**config.mk**
```make
export PLATFORM = sky130hd
export DESIGN_NAME = float_power_by_squaring
export DESIGN_NICKNAME = d
export VERILOG_FILES = /design/src/hw/rtl/fpbs_pkg.sv /design/src/hw/rtl/fpbs_fpu.sv /design/src/hw/rtl/fpbs_dpath.sv /design/src/hw/rtl/fpbs_ctrl.sv /design/src/hw/rtl/float_power_by_squaring.sv
export SDC_FILE = /design/constraint.sdc
export NUM_CORES = 2
export LEC_CHECK = 0
export ABC_AREA = 1
export BUFFER_PORTS_ARGS = -buffer_cell sky130_fd_sc_hd__buf_4
export CAP_MARGIN = 20
export CORE_MARGIN = 2
export CORE_UTILIZATION = 35
export DETAILED_ROUTE_END_ITERATION = 6
export PLACE_DENSITY_LB_ADDON = 0.05
export SYNTH_ARGS = -nofsm -noshare
export SYNTH_HDL_FRONTEND = slang
export SYNTH_SLANG_ARGS = --single-unit
```
**constraint.sdc**
```tcl
create_clock -name clk -period 14.55 [get_ports clk]
set_input_delay 1.455 -clock clk [delete_from_list [all_inputs] [get_ports clk]]
set_output_delay 1.455 -clock clk [all_outputs]
set_load 0.02 [all_outputs]
```
**src/hw/rtl/fpbs_pkg.sv**
```systemverilog
// ----------------------------------------------------------------------------
// fpbs_pkg
// Shared types and constants for the double-precision integer power block.
// ----------------------------------------------------------------------------
package fpbs_pkg;

    localparam logic [63:0] ONE_BITS  = 64'h3FF0_0000_0000_0000;
    localparam logic [63:0] QNAN_BITS = 64'hFFF8_0000_0000_0000;
    localparam logic [63:0] QUIET_BIT = 64'h0008_0000_0000_0000;

    localparam logic OP_MUL = 1'b0;
    localparam logic OP_DIV = 1'b1;

    // Request into the shared arithmetic unit.
    typedef struct packed {
        logic start;
        logic op;
    } fpu_req_t;

    // Commands from the controller to the datapath.
    typedef struct packed {
        logic load;
        logic shift;
        logic fpu_start;
        logic fpu_op;
        logic mul_base;
        logic wr_recip;
        logic wr_acc;
        logic res_one;
        logic res_acc;
    } ctrl_cmd_t;

    // Status from the datapath to the controller.
    typedef struct packed {
        logic pow_zero;
        logic pow_neg;
        logic mag_top;
        logic cnt_zero;
        logic fpu_done;
    } dp_status_t;

endpackage

```
**src/hw/rtl/fpbs_fpu.sv**
```systemverilog
// ----------------------------------------------------------------------------
// fpbs_fpu
// Multi-cycle binary64 multiply and reciprocal with round to nearest even.
// ----------------------------------------------------------------------------
module fpbs_fpu
(
    input  logic              clk,
    input  logic              rst_n,
    input  fpbs_pkg::fpu_req_t req,
    input  logic [63:0]       a,
    input  logic [63:0]       b,
    output logic              done,
    output logic [63:0]       result
);
    import fpbs_pkg::*;

    localparam logic [2:0] F_IDLE  = 3'd0;
    localparam logic [2:0] F_MUL   = 3'd1;
    localparam logic [2:0] F_DPRE  = 3'd2;
    localparam logic [2:0] F_DIV   = 3'd3;
    localparam logic [2:0] F_NORM  = 3'd4;
    localparam logic [2:0] F_ROUND = 3'd5;
    localparam logic [2:0] F_DONE  = 3'd6;

    logic [2:0]          state_reg, state_next;
    logic [52:0]         ma_reg, ma_next, mb_reg, mb_next;
    logic [105:0]        p_reg, p_next;
    logic signed [13:0]  x_reg, x_next;
    logic [53:0]         r_reg, r_next;
    logic [6:0]          cnt_reg, cnt_next;
    logic                s_reg, s_next;
    logic [63:0]         res_reg, res_next;

    // Operand decode.
    logic [10:0] ea_f, eb_f;
    logic        a_nan, b_nan, a_inf, b_inf, a_zero, b_zero;
    logic [52:0] ma_u, mb_u;
    logic [10:0] ea_u, eb_u;

    assign ea_f   = a[62:52];
    assign eb_f   = b[62:52];
    assign a_nan  = (ea_f == 11'h7FF) && (a[51:0] != 52'd0);
    assign b_nan  = (eb_f == 11'h7FF) && (b[51:0] != 52'd0);
    assign a_inf  = (ea_f == 11'h7FF) && (a[51:0] == 52'd0);
    assign b_inf  = (eb_f == 11'h7FF) && (b[51:0] == 52'd0);
    assign a_zero = (a[62:0] == 63'd0);
    assign b_zero = (b[62:0] == 63'd0);
    assign ma_u   = {(ea_f != 11'd0), a[51:0]};
    assign mb_u   = {(eb_f != 11'd0), b[51:0]};
    assign ea_u   = (ea_f == 11'd0) ? 11'd1 : ea_f;
    assign eb_u   = (eb_f == 11'd0) ? 11'd1 : eb_f;

    // Partial product of the 53x53 multiply, one per cycle.
    logic [26:0]  pp_x, pp_y;
    logic [53:0]  pp;
    logic [105:0] pp_sh;

    always_comb
    begin
        case (cnt_reg[1:0])
            2'd0:
            begin
                pp_x = ma_reg[26:0];
                pp_y = mb_reg[26:0];
            end
            2'd1:
            begin
                pp_x = ma_reg[26:0];
                pp_y = {1'b0, mb_reg[52:27]};
            end
            2'd2:
            begin
                pp_x = {1'b0, ma_reg[52:27]};
                pp_y = mb_reg[26:0];
            end
            default:
            begin
                pp_x = {1'b0, ma_reg[52:27]};
                pp_y = {1'b0, mb_reg[52:27]};
            end
        endcase
    end

    assign pp = pp_x * pp_y;

    always_comb
    begin
        case (cnt_reg[1:0])
            2'd0:    pp_sh = {52'd0, pp};
            2'd3:    pp_sh = {pp[51:0], 54'd0};
            default: pp_sh = {25'd0, pp, 27'd0};
        endcase
    end

    // Restoring division step.
    logic        div_ge;
    logic [53:0] div_rem;

    assign div_ge  = (r_reg >= {1'b0, mb_reg});
    assign div_rem = div_ge ? (r_reg - {1'b0, mb_reg}) : r_reg;

    // Rounding.
    logic [52:0] rnd_s;
    logic        rnd_g, rnd_st, rnd_inc, rnd_normal, rnd_ovf;
    logic [53:0] rnd_sum;
    logic [11:0] rnd_field;

    assign rnd_s      = p_reg[105:53];
    assign rnd_g      = p_reg[52];
    assign rnd_st     = (p_reg[51:0] != 52'd0);
    assign rnd_inc    = rnd_g & (rnd_st | rnd_s[0]);
    assign rnd_sum    = {1'b0, rnd_s} + {53'd0, rnd_inc};
    assign rnd_normal = p_reg[105];
    assign rnd_field  = rnd_normal ? (x_reg[11:0] + {11'd0, rnd_sum[53]})
                                   : {11'd0, rnd_sum[52]};
    assign rnd_ovf    = rnd_normal && ((x_reg > 14'sd2046) || (rnd_field >= 12'd2047));

    always_comb
    begin
        state_next = state_reg;
        ma_next    = ma_reg;
        mb_next    = mb_reg;
        p_next     = p_reg;
        x_next     = x_reg;
        r_next     = r_reg;
        cnt_next   = cnt_reg;
        s_next     = s_reg;
        res_next   = res_reg;

        case (state_reg)
            F_IDLE:
            begin
                if (req.start)
                begin
                    ma_next  = ma_u;
                    mb_next  = mb_u;
                    p_next   = 106'd0;
                    cnt_next = 7'd0;
                    if (req.op == OP_MUL)
                    begin
                        s_next = a[63] ^ b[63];
                        x_next = $signed({3'b000, ea_u}) + $signed({3'b000, eb_u})
                                 - 14'sd1022;
                        state_next = F_DONE;
                        if (a_nan)
                            res_next = a | QUIET_BIT;
                        else if (b_nan)
                            res_next = b | QUIET_BIT;
                        else if ((a_inf && b_zero) || (a_zero && b_inf))
                            res_next = QNAN_BITS;
                        else if (a_inf || b_inf)
                            res_next = {a[63] ^ b[63], 11'h7FF, 52'd0};
                        else if (a_zero || b_zero)
                            res_next = {a[63] ^ b[63], 63'd0};
                        else
                            state_next = F_MUL;
                    end
                    else
                    begin
                        s_next = b[63];
                        x_next = 14'sd2045 - $signed({3'b000, eb_u});
                        state_next = F_DONE;
                        if (b_nan)
                            res_next = b | QUIET_BIT;
                        else if (b_inf)
                            res_next = {b[63], 63'd0};
                        else if (b_zero)
                            res_next = {b[63], 11'h7FF, 52'd0};
                        else
                            state_next = F_DPRE;
                    end
                end
            end
            F_MUL:
            begin
                p_next   = p_reg + pp_sh;
                cnt_next = cnt_reg + 7'd1;
                if (cnt_reg[1:0] == 2'd3)
                    state_next = F_NORM;
            end
            F_DPRE:
            begin
                // Bring a subnormal divisor up to a leading one at bit 52.
                if (mb_reg[52])
                begin
                    r_next     = {1'b1, 53'd0};
                    cnt_next   = 7'd0;
                    state_next = F_DIV;
                end
                else
                begin
                    mb_next = {mb_reg[51:0], 1'b0};
                    x_next  = x_reg + 14'sd1;
                end
            end
            F_DIV:
            begin
                r_next   = {div_rem[52:0], 1'b0};
                cnt_next = cnt_reg + 7'd1;
                if (cnt_reg == 7'd104)
                begin
                    p_next     = {p_reg[103:0], div_ge, (div_rem != 54'd0)};
                    state_next = F_NORM;
                end
                else
                begin
                    p_next = {p_reg[104:0], div_ge};
                end
            end
            F_NORM:
            begin
                if (x_reg < 14'sd1)
                begin
                    if (x_reg < -14'sd120)
                    begin
                        p_next = {105'd0, (p_reg != 106'd0)};
                        x_next = 14'sd1;
                    end
                    else
                    begin
                        p_next = {1'b0, p_reg[105:2], p_reg[1] | p_reg[0]};
                        x_next = x_reg + 14'sd1;
                    end
                end
                else if (!p_reg[105] && (x_reg > 14'sd1))
                begin
                    p_next = {p_reg[104:0], 1'b0};
                    x_next = x_reg - 14'sd1;
                end
                else
                begin
                    state_next = F_ROUND;
                end
            end
            F_ROUND:
            begin
                if (rnd_ovf)
                    res_next = {s_reg, 11'h7FF, 52'd0};
                else
                    res_next = {s_reg, rnd_field[10:0], rnd_sum[51:0]};
                state_next = F_DONE;
            end
            F_DONE:
            begin
                state_next = F_IDLE;
            end
            default:
            begin
                state_next = F_IDLE;
            end
        endcase
    end

    always_ff @(posedge clk or negedge rst_n)
    begin
        if (!rst_n)
            state_reg <= F_IDLE;
        else
            state_reg <= state_next;
    end

    always_ff @(posedge clk)
    begin
        ma_reg  <= ma_next;
        mb_reg  <= mb_next;
        p_reg   <= p_next;
        x_reg   <= x_next;
        r_reg   <= r_next;
        cnt_reg <= cnt_next;
        s_reg   <= s_next;
        res_reg <= res_next;
    end

    assign done   = (state_reg == F_DONE);
    assign result = res_reg;

endmodule

```
**src/hw/rtl/fpbs_dpath.sv**
```systemverilog
// ----------------------------------------------------------------------------
// fpbs_dpath
// Operand, exponent-bit and accumulator registers around the arithmetic unit.
// ----------------------------------------------------------------------------
module fpbs_dpath
(
    input  logic                 clk,
    input  logic                 rst_n,
    input  fpbs_pkg::ctrl_cmd_t  cmd,
    input  logic [63:0]          base_bits,
    input  logic signed [31:0]   power,
    output fpbs_pkg::dp_status_t status,
    output logic [63:0]          result_bits
);
    import fpbs_pkg::*;

    logic [63:0] base_reg, acc_reg, res_reg;
    logic [31:0] mag_reg;
    logic [4:0]  cnt_reg;
    logic        zero_reg, neg_reg;

    fpu_req_t    req;
    logic [63:0] fpu_a, fpu_b, fpu_res;
    logic        fpu_done;

    assign req.start = cmd.fpu_start;
    assign req.op    = cmd.fpu_op;
    assign fpu_a     = acc_reg;
    assign fpu_b     = (cmd.fpu_op == OP_DIV || cmd.mul_base) ? base_reg : acc_reg;

    fpbs_fpu u_fpu
    (
        .clk    (clk),
        .rst_n  (rst_n),
        .req    (req),
        .a      (fpu_a),
        .b      (fpu_b),
        .done   (fpu_done),
        .result (fpu_res)
    );

    always_ff @(posedge clk)
    begin
        if (cmd.load)
        begin
            base_reg <= base_bits;
            acc_reg  <= base_bits;
            zero_reg <= (power == 32'sd0);
            neg_reg  <= power[31];
            mag_reg  <= power[31] ? (~power + 32'd1) : power;
            cnt_reg  <= 5'd31;
        end
        else
        begin
            if (cmd.shift)
            begin
                mag_reg <= {mag_reg[30:0], 1'b0};
                cnt_reg <= cnt_reg - 5'd1;
            end
            if (cmd.wr_recip)
            begin
                base_reg <= fpu_res;
                acc_reg  <= fpu_res;
            end
            else if (cmd.wr_acc)
            begin
                acc_reg <= fpu_res;
            end
        end
        if (cmd.res_one)
            res_reg <= ONE_BITS;
        else if (cmd.res_acc)
            res_reg <= acc_reg;
    end

    assign status.pow_zero = zero_reg;
    assign status.pow_neg  = neg_reg;
    assign status.mag_top  = mag_reg[31];
    assign status.cnt_zero = (cnt_reg == 5'd0);
    assign status.fpu_done = fpu_done;
    assign result_bits     = res_reg;

endmodule

```
**src/hw/rtl/fpbs_ctrl.sv**
```systemverilog
// ----------------------------------------------------------------------------
// fpbs_ctrl
// Sequencer for reciprocal, leading-bit search and square-and-multiply.
// ----------------------------------------------------------------------------
module fpbs_ctrl
(
    input  logic                 clk,
    input  logic                 rst_n,
    input  logic                 start,
    input  fpbs_pkg::dp_status_t status,
    output fpbs_pkg::ctrl_cmd_t  cmd,
    output logic                 busy,
    output logic                 done
);
    import fpbs_pkg::*;

    localparam logic [3:0] S_IDLE   = 4'd0;
    localparam logic [3:0] S_CHECK  = 4'd1;
    localparam logic [3:0] S_RECIP  = 4'd2;
    localparam logic [3:0] S_FIND   = 4'd3;
    localparam logic [3:0] S_NEXT   = 4'd4;
    localparam logic [3:0] S_SQ     = 4'd5;
    localparam logic [3:0] S_MSTART = 4'd6;
    localparam logic [3:0] S_MB     = 4'd7;
    localparam logic [3:0] S_OUT    = 4'd8;

    logic [3:0] state_reg, state_next;

    always_comb
    begin
        state_next = state_reg;
        cmd        = '0;
        case (state_reg)
            S_IDLE:
            begin
                if (start)
                begin
                    cmd.load   = 1'b1;
                    state_next = S_CHECK;
                end
            end
            S_CHECK:
            begin
                if (status.pow_zero)
                begin
                    cmd.res_one = 1'b1;
                    state_next  = S_OUT;
                end
                else if (status.pow_neg)
                begin
                    cmd.fpu_start = 1'b1;
                    cmd.fpu_op    = OP_DIV;
                    state_next    = S_RECIP;
                end
                else
                begin
                    state_next = S_FIND;
                end
            end
            S_RECIP:
            begin
                cmd.fpu_op = OP_DIV;
                if (status.fpu_done)
                begin
                    cmd.wr_recip = 1'b1;
                    state_next   = S_FIND;
                end
            end
            S_FIND:
            begin
                if (status.mag_top)
                    state_next = S_NEXT;
                else
                    cmd.shift = 1'b1;
            end
            S_NEXT:
            begin
                if (status.cnt_zero)
                begin
                    cmd.res_acc = 1'b1;
                    state_next  = S_OUT;
                end
                else
                begin
                    // The shift brings the next lower exponent bit to the top.
                    cmd.shift     = 1'b1;
                    cmd.fpu_start = 1'b1;
                    cmd.fpu_op    = OP_MUL;
                    state_next    = S_SQ;
                end
            end
            S_SQ:
            begin
                if (status.fpu_done)
                begin
                    cmd.wr_acc = 1'b1;
                    state_next = status.mag_top ? S_MSTART : S_NEXT;
                end
            end
            S_MSTART:
            begin
                cmd.fpu_start = 1'b1;
                cmd.fpu_op    = OP_MUL;
                cmd.mul_base  = 1'b1;
                state_next    = S_MB;
            end
            S_MB:
            begin
                if (status.fpu_done)
                begin
                    cmd.wr_acc = 1'b1;
                    state_next = S_NEXT;
                end
            end
            S_OUT:
            begin
                state_next = S_IDLE;
            end
            default:
            begin
                state_next = S_IDLE;
            end
        endcase
    end

    always_ff @(posedge clk or negedge rst_n)
    begin
        if (!rst_n)
            state_reg <= S_IDLE;
        else
            state_reg <= state_next;
    end

    assign busy = (state_reg != S_IDLE);
    assign done = (state_reg == S_OUT);

endmodule

```
**src/hw/rtl/float_power_by_squaring.sv**
```systemverilog
// Sequence: a zero exponent goes from the check state straight to done; otherwise
// the controller searches for the leading exponent bit, then runs each square or multiply
// (start, 4 partial products, normalize, round, done), with a reciprocal first for a
// negative exponent. Subnormal operands add normalization shifts.
// Throughput: one transfer at a time; start is taken only while busy is low.
// The result is shown for one cycle with done high; the receiver cannot stall.
// Reset (rst_n, asynchronous, active low) returns both sequencers to idle.
// ----------------------------------------------------------------------------
// float_power_by_squaring
// Binary64 base raised to a signed 32-bit integer power by repeated squaring.
// ----------------------------------------------------------------------------
module float_power_by_squaring
(
    input  logic               clk,
    input  logic               rst_n,
    input  logic               start,
    input  logic [63:0]        base_bits,
    input  logic signed [31:0] power,
    output logic               busy,
    output logic               done,
    output logic [63:0]        result_bits
);
    import fpbs_pkg::*;

    ctrl_cmd_t  cmd;
    dp_status_t status;

    fpbs_ctrl u_ctrl
    (
        .clk    (clk),
        .rst_n  (rst_n),
        .start  (start),
        .status (status),
        .cmd    (cmd),
        .busy   (busy),
        .done   (done)
    );

    fpbs_dpath u_dpath
    (
        .clk         (clk),
        .rst_n       (rst_n),
        .cmd         (cmd),
        .base_bits   (base_bits),
        .power       (power),
        .status      (status),
        .result_bits (result_bits)
    );

endmodule
```
### Word-level counts from Yosys, hierarchy flattened

Index checks and enable logic that the tools add are counted.

| word-level totals | value |
|---|---|
| word-level logic and storage cells | 226 |
| input bits | 99 |
| register bits | 590 |
| output and inout bits | 66 |

| cells by class | value |
|---|---|
| multiply operators | 1 |
| equal/unequal tests | 35 |
| multiplexer cells | 93 |
| magnitude comparators | 6 |
| reductions and logical operators | 56 |
| $add $sub $neg | 12 |
| bitwise operators | 5 |

Operator list:

| cell | number |
|---|---|
| $mux W64 | 16 |
| $mux W106 | 4 |
| $pmux W106 S4 | 1 |
| $pmux W106 S2 | 1 |
| $reduce_bool A52 Y1 | 3 |
| $pmux W64 S2 | 1 |
| $logic_not A63 Y1 | 2 |
| $mux W54 | 2 |
| $pmux W54 S2 | 1 |
| $add A106 B106 Y106 | 1 |
| $mux W53 | 2 |
| $pmux W53 S2 | 1 |
| $reduce_bool A106 Y1 | 1 |
| $mux W105 | 1 |
| $logic_not A52 Y1 | 2 |
| $mux W32 | 3 |
| $mux W14 | 6 |
| $mux W63 | 1 |
| $add A53 B1 Y54 | 1 |
| $ge A54 B53 Y1 | 1 |
| $mul A27 B27 Y54 | 1 |
| $mux W27 | 2 |
| $reduce_bool A54 Y1 | 1 |
| $sub A54 B53 Y54 | 1 |
| 66 further kinds | 152 |

### Logic depth before layout (Yosys ltp)

| depth | value |
|---|---|
| word-level depth | 15 |
| mapped depth | 58 |
| depth with buffers taken out | 53 |

### Hierarchy

From an unflattened synthesis, not the netlist that was laid out.

| unflattened totals | value |
|---|---|
| cells, all modules | 9,338 |
| area, all modules | 69,500.4 µm² |

Modules (own cells, without submodules):

| module | cells each | seq. area each (µm²) | area each (µm²) | instances |
|---|---|---|---|---|
| fpbs_fpu | 8,230 | 10,615.2 | 58,871.5 | 1 |
| fpbs_dpath | 1,038 | 6,246.0 | 10,216.0 | 1 |
| fpbs_ctrl | 70 | 100.1 | 412.9 | 1 |

### Worst setup path before layout

OpenSTA, ideal clock, no wires.

| timing path | value |
|---|---|
| kind | reg-to-reg |
| from | register u_dpath.u_fpu.cnt_reg[0] |
| to | register u_dpath.u_fpu.p_reg[94], data pin |
| arrival time | 10,185 ps |
| setup slack | 4,101 ps |
| cell stages (with the launch flop) | 51 |
| library setup time | 264 ps |
| cells stage by stage | edfxtp_1 clkbuf_1 clkbuf_1 clkbuf_1 inv_1 ha_1 nor2_1 inv_1 clkbuf_1 or2_2 o21ai_1 clkinv_1 clkbuf_1 nand2_1 fa_1 fa_1 inv_1 fa_1 [15 not listed] nand3_1 nand3_1 xnor2_1 o22ai_1 ha_1 nand2_1 nor2_1 inv_1 nor2_1 inv_1 nor4_1 nand3_1 nand3_1 nand2_1 o211ai_1 a21oi_1 o21ai_0 nand3_1 |

| on the way | value |
|---|---|
| longest elaborated chain between the ends | 7 |
| elaborated cells between the ends (all ways) | 14 |
| those cells by class | add/sub (1); mul (1); eq/ne (4); mux (5); reduce/logical (3) |

Ends and longest elaborated chain:

| element | line | text |
|---|---|---|
| from (decl) | fpbs_fpu.sv:30 | `logic [6:0] cnt_reg, cnt_next;` |
| from (signal assigned) | fpbs_fpu.sv:269 | `cnt_reg <= cnt_next;` |
| $eq A2 B1 Y1 (tied with other cells) | fpbs_fpu.sv:60 | `case (cnt_reg[1:0])` |
| $reduce_or A2 Y1 (no source line) | n/a |  |
| $mux W27 | fpbs_fpu.sv:60 |  |
| $mul A27 B27 Y54 | fpbs_fpu.sv:84 | `assign pp = pp_x * pp_y;` |
| $pmux W106 S2 | fpbs_fpu.sv:88 | `case (cnt_reg[1:0])` |
| $add A106 B106 Y106 | fpbs_fpu.sv:176 | `p_next = p_reg + pp_sh;` |
| $pmux W106 S4 (*) | fpbs_fpu.sv:130 | `case (state_reg)` |
| named net u_dpath.u_fpu.p_next[94] | fpbs_fpu.sv:27 | `logic [105:0] p_reg, p_next;` |
| to (signal assigned) | fpbs_fpu.sv:266 | `p_reg <= p_next;` |
| to (decl) | fpbs_fpu.sv:27 |  |

The timed path passes the listed nets; every way through them passes the cells marked *.
A chain may end at the register's enable or synchronous reset.

### Worst setup path in the final report

| timing path | value |
|---|---|
| from | register u_dpath.u_fpu.cnt_reg[0] |
| to | register u_dpath.u_fpu.p_reg[95], data pin |

Same word-level chain as after synthesis.

==> PnR_summary.wiki <==
{| class="wikitable"
! Metric !! Value
|-
| Clock Sink Count || 589
|-
| Crit-path max cell delay || 0.96 ns
|-
| Number of standard cells after synthesis || 9390
|-
| Net count after synthesis || 10506
|-
| Die height || 448 um
|-
| Count of distinct cell types in the synthesized netlist || 63
|-
| Startpoint of the worst-slack reg-to-reg timing path || u_dpath.u_fpu.cnt_reg[0]$_SDFFCE_PN0P_
|-
| Run status || complete, no violations
|-
| DR WL/cell || 26.1 um
|-
| IO Port Bufs || 164
|-
| Final setup violating endpoints || 0
|-
| Core Rows || 163
|-
| Pins Over Slew Limit || 0
|-
| Number of flip-flops in the largest register || 106
|-
| Clk Tree Root Cell || sky130_fd_sc_hd__clkbuf_16
|-
| Hold slack || 0.470 ns
|-
| Level count of the clock H-tree || 3
|-
| Destination of the worst register-to-register timing path || u_dpath.u_fpu.p_reg[95]$_DFFE_PP_
|-
| Hold Crit Class || register to register
|-
| Detailed-placement wirelength estimate || 254 mm
|-
| Number of antenna violations at the first check in global routing || 7
|-
| Detailed-route via count || 65234
|-
| Critical Path End Type || register
|-
| Top area cells in the synthesized netlist || sky130_fd_sc_hd__edfxtp_1 22%, sky130_fd_sc_hd__fa_1 18%, sky130_fd_sc_hd__nand2_1 12%
|-
| Area of the placeable core || 197000 sq um
|-
| Maximum VDD drop || 0.0957 mV
|-
| CP max FO || 27
|-
| Max_cap viols || 0
|-
| Share of the clock period used by the worst path after layout || 0.936
|-
| Commonest non-fill, non-tap cell in the layout || sky130_fd_sc_hd__nand2_1
|-
| Power per Cell Area || 50.5 nW/um^2
|-
| Count of unresolved DRC violations after routing || 0
|-
| Most repeated library cell on the critical path || sky130_fd_sc_hd__nand3_1
|-
| HP Start || u_dpath.acc_reg[32]$_DFFE_PP_
|-
| Chip width || 448 um
|-
| Commonest cells after routing, fill and taps aside || 2135 x sky130_fd_sc_hd__nand2_1, 1704 x sky130_fd_sc_hd__inv_1, 1068 x sky130_fd_sc_hd__nor2_1
|-
| Minimum period implied by the final worst setup slack || 13.62 ns
|-
| WHS Endpoint || u_dpath.u_fpu.ma_reg[32]$_DFFE_PP_
|-
| Total Wirelength || 316 mm
|-
| Routability cong. || 0.984
|-
| Global-route congestion overflow total || 0
|-
| Total standard cell area after synthesis || 69100 sq um
|-
| Post-synthesis sequential element count || 589
|-
| Clock tree from TritonCTS || yes
|-
| Total Neg Setup Slack || 0 ns
|-
| Critical path required time || 15.02 ns
|-
| Starting Density || 0.351
|-
| Maximum number of pins on one net before global-route repair || 175
|-
| Area grow syn2layout || 10.1%
|-
| Top-area cell type share of the netlist area || 0.223
|-
| Clock transition at the registers of the reported paths || 0.06 ns
|-
| Total clock buffers created by CTS || 80
|-
| Number of cells on the worst hold path || 0
|-
| Fraction of final layout cells with drive strength greater than 1 || 0.0583
|-
| Sequential fraction of the synthesis area || 0.245
|-
| Number of violations reported at the end of detailed-routing iteration 0 || 5940
|-
| Drt via density || 5.37
|-
| Leakage || 37.5 nW
|-
| Hold Buf Count CTS || 0
|-
| Count of antenna-violating nets left after detailed routing || 0
|-
| R2R depth || 43
|-
| Setup Skew || 0.0376 ns
|-
| Number of setup buffers added after CTS || 0
|-
| Maximum clock rate || 73.4 MHz
|-
| Total design power || 3.85 mW
|-
| Kind of critical path || register to register
|-
| Crit path max-delay cell type || sky130_fd_sc_hd__clkinv_1
|-
| Global-route wire length before repair || 455 mm
|-
| Worst max-slew margin expressed relative to the limit || 0.106
|-
| Critical Path Source Type || register
|-
| Nets || 10548
|-
| Source-to-sink clock delay at the later pin of the worst-skew pair || 0.74 ns
|-
| Leading area contributor after synthesis || sky130_fd_sc_hd__edfxtp_1
|-
| Detailed Routing Iterations Pass 1 || 6
|-
| Mean area per synthesized cell || 7.36 sq um
|-
| Number of buffers between clock root and the deepest sink || 3
|-
| Number of flops mapped to enable cells by yosys || 513
|-
| Worst-case register-to-register setup slack || 0.93 ns
|-
| Total routing resource utilization after global routing || 0.312
|-
| Post-CTS sizing || 0
|-
| Main synth FF type || sky130_fd_sc_hd__edfxtp_1
|-
| Number of warning messages in the yosys log || 0
|-
| I/O pin count || 165
|-
| Slew @ Worst Pin || 1.33 ns
|-
| RSZ-0062 raised after global routing || no
|-
| Arrival time reported for the critical path endpoint || 14.09 ns
|-
| Synth async-reset ratio || 0.0119
|-
| Number of global-route vias before repair || 64433
|-
| Final hold violation count || 0
|-
| Floorplan die area || 201000 sq um
|}
[worst max-delay path by stage]
stage | startpoint | to | slack, ns | depth (start not counted)
floorplan | u_dpath.u_fpu.cnt_reg[0]$_SDFFCE_PN0P_ | u_dpath.u_fpu.p_reg[94]$_DFFE_PP_ | 4.10 | 50
global route | u_dpath.u_fpu.cnt_reg[0]$_SDFFCE_PN0P_ | u_dpath.u_fpu.p_reg[84]$_DFFE_PP_ | 0.26 | 49
global placement | u_dpath.u_fpu.cnt_reg[0]$_SDFFCE_PN0P_ | u_dpath.u_fpu.p_reg[95]$_DFFE_PP_ | 0.88 | 44
CTS | u_dpath.u_fpu.cnt_reg[0]$_SDFFCE_PN0P_ | u_dpath.u_fpu.p_reg[95]$_DFFE_PP_ | 0.87 | 43
finish | u_dpath.u_fpu.cnt_reg[0]$_SDFFCE_PN0P_ | u_dpath.u_fpu.p_reg[95]$_DFFE_PP_ | 0.93 | 43
detailed placement | u_dpath.u_fpu.cnt_reg[0]$_SDFFCE_PN0P_ | u_dpath.u_fpu.p_reg[95]$_DFFE_PP_ | 0.96 | 43
[cells in the mapped netlist, types with 28 or more instances]
cell / count
sky130_fd_sc_hd__fa_1: 627
sky130_fd_sc_hd__a31oi_1: 91
sky130_fd_sc_hd__nor3_1: 90
sky130_fd_sc_hd__a21oi_1: 496
sky130_fd_sc_hd__o21ai_0: 515
sky130_fd_sc_hd__ha_1: 390
sky130_fd_sc_hd__o211ai_1: 128
sky130_fd_sc_hd__clkbuf_1: 287
sky130_fd_sc_hd__a22oi_1: 93
sky130_fd_sc_hd__nand3_1: 346
sky130_fd_sc_hd__xnor2_1: 55
sky130_fd_sc_hd__nor4_1: 58
sky130_fd_sc_hd__nand4_1: 73
sky130_fd_sc_hd__nand2_1: 2136
sky130_fd_sc_hd__edfxtp_1: 513
sky130_fd_sc_hd__inv_1: 1707
sky130_fd_sc_hd__o21a_1: 29
sky130_fd_sc_hd__clkinv_1: 28
sky130_fd_sc_hd__xor2_1: 122
sky130_fd_sc_hd__o21bai_1: 37
sky130_fd_sc_hd__dfxtp_1: 69
sky130_fd_sc_hd__o21ai_1: 72
sky130_fd_sc_hd__or2_2: 59
sky130_fd_sc_hd__o22ai_1: 97
sky130_fd_sc_hd__nor2_1: 1074
[worst max-delay path: cells and delay by family, from the launching register on]
family	cells	cell delay, ns
AOI/OAI and AO/OA	4	1.06
and+or+nand+nor	20	4.13
buffers and inverters	8	2.06
DFF	1	0.48
adders and majority gates	10	4.76
xor gates and xnor gates	1	0.81
[metal layers]
layer / wire (um) / track usage / part of all wire
met5: 57 / 0 / 0.00018
met4: 13100 / 0.112 / 0.041
met3: 20000 / 0.0441 / 0.063
met2: 142000 / 0.492 / 0.45
met1: 141000 / 0.435 / 0.45
[report_power, final]
group          switching, mW  internal (mW)  total (mW)
clock                  0.881           1.12        2.00
combinational         0.0172         0.0229      0.0401
sequential                 0           1.81        1.81
[through the flow]
stage	std cells	cell area, sq um	util	worst slack [ns]
3_5_place_dp	11990	73500	0.374	0.957
3_3_place_gp	11987	73500	0.374	0.875
5_1_grt	12137	76100	0.387	0.261
4_1_cts	12137	76100	0.387	0.870
6_report	12140	76100	0.387	0.934
2_1_floorplan	9390	69100	-	4.10
[area by class of cell]
| cell class | count | area, sq um |
|---|---|---|
| Antenna cell | 3 | 7.51 |
| Clock buffer | 116 | 2280 |
| Clock inverter | 31 | 295 |
| Fill cell | 20967 | 121000 |
| Inverter | 1743 | 6540 |
| Multi-Input combinational cell | 6723 | 44500 |
| Sequential cell | 589 | 17000 |
| Tap cell | 2640 | 3300 |
| Timing Repair Buffer | 295 | 2230 |
[kinds of logic (layout without fill, tap and decap cells)]
logic type,Yosys count,after routing,synth area share
AND/OR/NAND/NOR,3887,3887,0.229
XOR/XNOR,177,177,0.0224
adder cells (fa/ha/maj),1017,1017,0.252
buffers and inverters,2078,2185,0.114
flip-flops,589,589,0.245
AO/OA/AOI/OAI,1642,1642,0.137
other,0,3,0
(Power assumes the default switching activity.)
